`src/hw/rtl/assert_macros.svh`:
```
// assertion macros shared by the rtl files
// no dependencies; expects clk and rst_n in the including module
`ifndef ASSERT_MACROS_SVH
`define ASSERT_MACROS_SVH

// implication or plain property checked on every clock outside reset
`define DTQ_ASSERT(label, prop, msg) \
  label: assert property (@(posedge clk) disable iff (!rst_n) (prop)) else $error(msg);

// condition that must never be true outside reset
`define DTQ_NEVER(label, cond, msg) \
  label: assert property (@(posedge clk) disable iff (!rst_n) !(cond)) else $error(msg);

`endif

```
`src/hw/rtl/dtq_pkg.sv`:
```
// types and constants of the deadline timer queue
// used by dtq_cell and deadline_timer_queue_core
package dtq_pkg;

  localparam int MAX_RESULTS = 32;
  localparam int RES_CNT_W   = 6;
  localparam logic [30:0] TILL_MAX = 31'h7FFF_FFFF;

  typedef enum logic {
    CMD_ADD  = 1'b0,
    CMD_TICK = 1'b1
  } dtq_cmd_t;

  typedef enum logic [1:0] {
    KIND_ADD    = 2'd0,
    KIND_FIRE   = 2'd1,
    KIND_STATUS = 2'd2
  } dtq_kind_t;

  typedef enum logic [1:0] {
    ST_IDLE,
    ST_INSERT,
    ST_TICK,
    ST_EMIT
  } dtq_state_t;

  typedef enum logic [1:0] {
    CELL_HOLD,
    CELL_INSERT,
    CELL_POP
  } dtq_cell_op_t;

  typedef struct packed {
    dtq_cell_op_t op;
    logic         occupied;
    logic         prev_stay;
  } dtq_cell_ctrl_t;

  typedef struct packed {
    logic [3:0]  timer_type;
    logic [31:0] owner_tag;
    logic [31:0] duration;
  } dtq_meta_t;

  typedef struct packed {
    dtq_cmd_t    cmd;
    logic [3:0]  timer_type;
    logic [31:0] owner_tag;
    logic [31:0] offset_ms;
  } dtq_in_t;

  typedef struct packed {
    dtq_kind_t   kind;
    logic [31:0] timer_id;
    logic [3:0]  fired_type;
    logic [31:0] fired_tag;
    logic [31:0] fired_duration;
    logic [30:0] till_next_ms;
    logic        queue_full;
    logic        last;
  } dtq_out_t;

endpackage

```
`src/hw/rtl/dtq_cell.sv`:
```
// one slot of the sorted timer chain: holds a deadline and its timer data
// depends on dtq_pkg; shifts right on insert, left on pop
module dtq_cell import dtq_pkg::*; #(
  parameter int TIME_BITS = 48
) (
  input  logic                 clk,
  input  dtq_cell_ctrl_t       ctrl,
  input  logic [TIME_BITS-1:0] new_dl,
  input  dtq_meta_t            new_meta,
  input  logic [TIME_BITS-1:0] left_dl,
  input  dtq_meta_t            left_meta,
  input  logic [TIME_BITS-1:0] right_dl,
  input  dtq_meta_t            right_meta,
  output logic                 stay,
  output logic [TIME_BITS-1:0] dl,
  output dtq_meta_t            meta
);

  logic [TIME_BITS-1:0] dl_r, dl_nxt;
  dtq_meta_t            meta_r, meta_nxt;

  assign stay = ctrl.occupied && (dl_r <= new_dl);
  assign dl   = dl_r;
  assign meta = meta_r;

  always_comb begin
    dl_nxt   = dl_r;
    meta_nxt = meta_r;
    case (ctrl.op)
      CELL_INSERT: begin
        if (!stay) begin
          if (ctrl.prev_stay) begin
            dl_nxt   = new_dl;
            meta_nxt = new_meta;
          end else begin
            dl_nxt   = left_dl;
            meta_nxt = left_meta;
          end
        end
      end
      CELL_POP: begin
        dl_nxt   = right_dl;
        meta_nxt = right_meta;
      end
      default: begin
        dl_nxt   = dl_r;
        meta_nxt = meta_r;
      end
    endcase
  end

  always_ff @(posedge clk) begin
    dl_r   <= dl_nxt;
    meta_r <= meta_nxt;
  end

endmodule

```
`config.mk`:
```
export PLATFORM = sky130hd
export DESIGN_NAME = dtq_cell
export DESIGN_NICKNAME = d
export VERILOG_FILES = /design/src/hw/rtl/assert_macros.svh /design/src/hw/rtl/dtq_pkg.sv /design/src/hw/rtl/dtq_cell.sv
export SDC_FILE = /design/constraint.sdc
export NUM_CORES = 1
export LEC_CHECK = 0
export BUFFER_PORTS_ARGS = -buffer_cell sky130_fd_sc_hd__buf_2
export CORE_AREA = 2 2 181 183
export CTS_BUF_LIST = sky130_fd_sc_hd__clkbuf_16
export DETAILED_ROUTE_END_ITERATION = 6
export DIE_AREA = 0 0 183 185
export GPL_TIMING_DRIVEN = 0
export PLACE_DENSITY = 0.49
export SLEW_MARGIN = 20
export SYNTH_ARGS = -nofsm -noshare
export SYNTH_HDL_FRONTEND = slang
export SYNTH_SLANG_ARGS = --single-unit
```
`constraint.sdc`:
```
create_clock -name clk -period 14.5 [get_ports clk]
set_input_delay 2.175 -clock clk [delete_from_list [all_inputs] [get_ports clk]]
set_output_delay 2.175 -clock clk [all_outputs]
set_load 0.05 [all_outputs]
```
==> out/qor.csv, run 1 <==
metric,value,unit
status,completed,
# H-tree levels,4,
Area Overhead vs Synth,51.0,%
largest net degree at the start of global routing,21,
post-CTS setup buffers,0,
Crit path max-delay family,compound AO/OA/AOI/OAI gates,
critical path launch point type,input pin,
Yosys warnings,0,
M1 WL,12.0,mm
reg2reg end,meta[23],
initial core utilization,22.2,%
DIE HEIGHT,185,um
via/cell ratio,4.35,
row cnt,66,
"most common cell after layout, fill and taps aside",buf_2,
Static Leak,0.00517,uW
setup TNS,0,ns
initial DRC count,296,
Critical Path Most Common Cell,buf_2,
Residual DRC,0,
number of synthesized register bits,116,
fin nets,1576,
fraction of registers with async set/reset,0,%
reg-to-reg setup timing slack,10.81,ns
hold_sp,dl[16],
post-synth top area share,49.0,%
core area,32000,sq um
routed wire length on met2,14.8,mm
top_reg_cell synth,edfxtp_1,
max capacitance violation total,0,
Critical Path End Type,output pin,
Cell variety after synth,33,
number of synthesized flops with an enable pin,116,
top post-synthesis cells by area,"edfxtp_1, mux2i_1, o21ai_0, ha_1, nand2_1",
Min-Delay Endpoint,dl[12],
max incr delay on CP,0.58,ns
worst min-delay path category,reg -> reg,
Crit path arrival time,4.61,ns
Max clock buf depth,2,
top layer in use,met5,
Setup CP Type,in -> out,
vias in the first global route,6960,
share of layout cells above drive strength 1,44.2,%
number of CTS-inserted buffers,17,
Final Cycle Share,46.8,%
Mapped Nets,1083,
vias after detailed routing,6954,
First-pass DRT Iterations,4,
Fin. Hold Viols,0,
"wirelength, routed",29.3,mm
biggest area consumer among synthesized cells,edfxtp_1,
fmax,147,MHz
met3 WL,1.87,mm
grt ovf,0,
slowest stage cell on the critical path,nor3_1,
IO Count,470,
Mapped Avg Cell Area,10.4,sq um
"Max FO, Critical Path",2,
unrepaired setup endpoints after global routing,no,
CP bufs+invs,3,
die footprint,33900,sq um
Pwr Density,111,nW/um^2
Hold Buf Count CTS,0,
fillcell total,3428,
Clock Root Buffer,clkbuf_16,
final setup fails,0,
worst vdd ir,0.0737,mV
"antenna viol nets, final",0,
clk_skew,0.0105,ns
Slew HR,44.6,%
CP Data Required Time,12.32,ns
crit path time final,6.78,ns
Worst Max-Slew Pin Slew,0.829,ns
clk sinks,116,
Worst Reg-to-Reg Cells,9,
post_cts resized,0,
initial antenna violation count,3,
Hold Path Cell Cnt,7,
Finished Core Util,33.5,%
r2r startpoint,dl[22],
CP cell instances,buf_2 > inv_1 > ha_1 > a21oi_1 > o21ai_0 > a221oi_1 > o22ai_1 > nor3_1 > a31o_1 > buf_2,
register area share after synthesis,49.0,%
Pwr Total,1190,uW
CTS tree,yes,
Final GP Congestion,0.804,
first-pass GRT wire length,41.7,mm
clock latency on the worst-skew pair,0.42,ns
Max Slew Vio Count,0,
GRT Util Overall,16.7,%
IO buf count,468,
"commonest cells after routing, fill and taps aside","buf_2, nand2_1, o21ai_0",
Mapped Cells,682,
Routed WL per cell,18.3,um
clock slew at reported path FFs,0.06,ns
die width,183,um
Post-Syn Area,7110,sq um
DP HPWL,24.0,mm
[worst reg2reg max path, stage by stage, from the launching register on]
cell      delay [ns]
edfxtp_1        0.43
ha_1            0.33
and4_1          0.24
a221oi_1        0.49
o22ai_1         0.15
nor3_1          0.58
a41oi_4         0.52
buf_16          0.33
buf_16          0.18
buf_8           0.19
[per-stage QoR]
stage,cells,worst slack [ns],hold slack [ns],cell area [sq um]
2_1_floorplan,682,7.19,2.35,7110
3_3_place_gp,1558,4.77,2.45,9960
3_5_place_dp,1564,7.57,1.49,10100
4_1_cts,1596,7.57,1.51,10700
5_1_grt,1597,7.56,1.60,10700
6_report,1598,7.72,1.50,10700
[cell families after synthesis]
group / synth area share (%)
muxes: 16.3
and+or+nand+nor: 9.94
adders and majority gates: 8.45
buffers and inverters: 4.80
AOI/OAI and AO/OA: 11.5
DFF: 49.0
[where the power goes]
| part | internal (uW) | switching, uW | total (uW) |
|---|---|---|---|
| registers | 411 | 11.2 | 423 |
| clock network | 272 | 173 | 445 |
| logic | 105 | 215 | 320 |
| total | 788 | 399 | 1190 |
[flip-flops by register name, indices dropped and copies added (netlist names)]
signal and flops:
dl 48, meta 68
[per-layer routing]
metal | GRT usage [%] | vias up
met5 | 0 | -
met2 | 29.6 | 288
met3 | 4.68 | 35
li1 | - | 3464
met4 | 5.63 | 2
met1 | 19.5 | 3165
[cell usage after synthesis, drive strengths merged, types with 2 or more instances]
cell and instances:
buf 13, nand3 5, a21oi 20, a221oi 2, nand4 10, nand2 128, ha 48, o21ai 122
a21boi 2, nor3 3, nor2 4, and4 3, edfxtp 116, nor4 2, mux2i 116, inv 48
nor2b 4, clkbuf 26
[how the worst max path moves through the flow]
stage          startpoint       end  depth (start not counted)
5_1_grt        new_dl[39]      stay                         10
3_5_place_dp   new_dl[17]      stay                         10
4_1_cts        new_dl[17]      stay                         10
6_report       new_dl[17]      stay                         10
2_1_floorplan  new_dl[41]     dl[0]                          8
3_3_place_gp   new_dl[41]  meta[29]                          9
[final cells by class]
type	instances	area, sq um	area share [%]
sequential	116	3480	32.4
multi-input combinational	479	3300	30.7
timing repair buffer	474	2490	23.2
tap	408	510	4.75
clock buffer	17	425	3.96
clock inverter	15	183	1.70
inverter	48	180	1.68
buffer	39	161	1.50
antenna	2	5.00	0.0466
Power figures use the tool's default switching activity.
==> inputs of run 2 (changes only) <==
Settings changed: CORE_AREA 2 2 181 183 to 2 2 185 187, DIE_AREA 0 0 183 185 to 0 0 187 189.
Clock period 14.5 ns to 5.8 ns, I/O delays scaled along.
==> out/qor.csv, run 2 (synthesis gave the netlist of run 1 again) <==
metric,value,unit,change
status,completed,,
final setup fails,0,,unchanged
clock share of power,36.5,%,-1.0 points
critical path launch point type,input pin,,
Routed WL per cell,18.4,um,+0.62%
Final Cycle Share,71.9,%,
initial DRC count,248,,-16%
initial antenna violation count,4,,+1
First-pass DRT Iterations,4,,unchanged
die footprint,35300,sq um,+4.4%
Residual DRC,0,,unchanged
row cnt,67,,+1.5%
IO Count,470,,unchanged
post_cts resized,0,,unchanged
Crit path arrival time,3.30,ns,-1.31 ns
worst min-delay path category,in -> reg,,
CTS tree,yes,,
setup ws final,1.63,ns,-6.09 ns
Net Sw Frac,34.3,%,+0.70 points
clk_skew,0.0114,ns,+0.000936 ns
Diodes inserted,0,,-2
unrepaired setup endpoints after global routing,no,,
Worst Max-Slew Pin Slew,0.845,ns,+0.0163 ns
Critical Path End Type,output pin,,
max capacitance violation total,0,,unchanged
CP cell instances,buf_2 > inv_1 > ha_1 > a21oi_1 > o21ai_0 > a221oi_1 > o22ai_1 > nor3_1 > a31o_1 > buf_2,,
first-pass GRT wire length,43.8,mm,+5.1%
Post-Place Worst Slack,1.56,ns,-6.02 ns
Fin. Hold Viols,0,,unchanged
"wirelength, routed",30.2,mm,+3.0%
GRT Util Overall,16.7,%,-0.058 points
hold slack,0.716,ns,-0.781 ns
Hold Buf Count CTS,0,,unchanged
number of CTS-inserted buffers,17,,unchanged
initial core utilization,21.4,%,-0.83 points
placed inst area,10200,sq um,+0.52%
worst vdd ir,0.187,mV,+150%
Final GP Congestion,0.829,,+3.1%
slowest stage cell on the critical path,nor3_1,,
DP HPWL,24.9,mm,+3.9%
Area Overhead vs Synth,51.3,%,
fmax,240,MHz,
switching power,1010,uW,+150%
core area,33300,sq um,+3.9%
fillcell total,3594,,+4.8%
Setup CP Type,in -> out,,
crit path time final,4.17,ns,
vias after detailed routing,7032,,+1.1%
Clock Root Buffer,clkbuf_16,,
post-CTS setup buffers,0,,unchanged
"Max FO, Critical Path",3,,+1
share of layout cells above drive strength 1,44.3,%,+0.084 points
DIE HEIGHT,189,um,+2.2%
Static Leak,0.00516,uW,-0.31%
clock slew at reported path FFs,0.07,ns,about the same
vias in the first global route,7218,,+3.7%
Comb pwr share,27.4,%,+0.5 points
Max clock buf depth,2,,unchanged
"antenna viol nets, final",0,,unchanged
CP Data Required Time,4.93,ns,-7.39 ns
largest net degree at the start of global routing,22,,+4.8%
"commonest cells after routing, fill and taps aside","buf_2, nand2_1, o21ai_0",,
clock latency on the worst-skew pair,0.42,ns,about the same
reg-to-reg setup timing slack,2.34,ns,-8.47 ns
Pwr Density,273,nW/um^2,+150%
IO buf count,468,,unchanged
sequential share of power,36.1,%,+0.5 points
fin area,10800,sq um,+0.19%
die width,187,um,+2.2%
max reg flops,68,,unchanged
via/cell ratio,4.30,,-1.2%
Slew HR,43.7,%,-0.91 points
fin nets,1577,,+0.063%
Int Pwr,1930,uW,+140%
Max Slew Vio Count,0,,unchanged
"most common cell after layout, fill and taps aside",buf_2,,
Pwr Total,2930,uW,+150%
# H-tree levels,4,,unchanged
setup TNS,0,ns,unchanged
max incr delay on CP,0.55,ns,-0.03 ns
clk sinks,116,,unchanged
grt ovf,0,,unchanged
Critical Path Most Common Cell,buf_2,,
run 2: cell count changes in the layout (fill, tap and decap cells not counted), sizes merged:
cell,change
buf,+1
bufinv,-1
clkinv,-4
clkinvlp,+2
diode,-2
inv,+2
run 2: layer usage:
metal,up-vias,part of all wire [%],global-route usage [%]
li1,3460,-,-
met1,3230,42,19.9
met2,310,49,29.3
met3,26,7.0,4.65
met4,6,1.5,4.85
met5,-,0.093,0
run 2: path summary, 6_finish.rpt:
kind,endpoint,depth (start not counted),startpoint
worst min register to register,dl[14],6,dl[2]
worst max register to register,meta[27],10,dl[39]
worst max-delay path,stay,10,new_dl[39]
worst min-delay path,meta[0],3,right_meta[0]
run 2: area by class of cell:
| cell class | count | area, sq um | area share, % |
|---|---|---|---|
| Sequential cell | 116 | 3480 | 32.4 |
| Multi-Input combinational cell | 479 | 3300 | 30.6 |
| Timing Repair Buffer | 475 | 2500 | 23.2 |
| Tap cell | 448 | 561 | 5.21 |
| Clock buffer | 17 | 425 | 3.95 |
| Inverter | 48 | 180 | 1.67 |
| Buffer | 39 | 161 | 1.50 |
| Clock inverter | 14 | 155 | 1.44 |
run 2: power groups by stage:
stage	clock network [uW]	registers [uW]	logic, uW
6_report	1070	1060	805
5_1_grt	1140	1070	867
4_1_cts	1110	1060	815
3_5_place_dp	0	1080	813
3_3_place_gp	0	1080	786
2_1_floorplan	0	1340	228
run 2: through the flow:
step	utilization, %	std cells
floorplan	-	682
global placement	30.1	1598
detailed placement	30.6	1605
CTS	32.3	1636
global route	32.3	1636
finish	32.3	1636
run 2: worst max-delay path, delay by kind of cell:
family	cells	cell delay, ns
buffers and inverters	3	0.42
AO/OA/AOI/OAI	5	1.13
AND/OR/NAND/NOR	1	0.55
adder cells (fa/ha/maj)	1	0.32
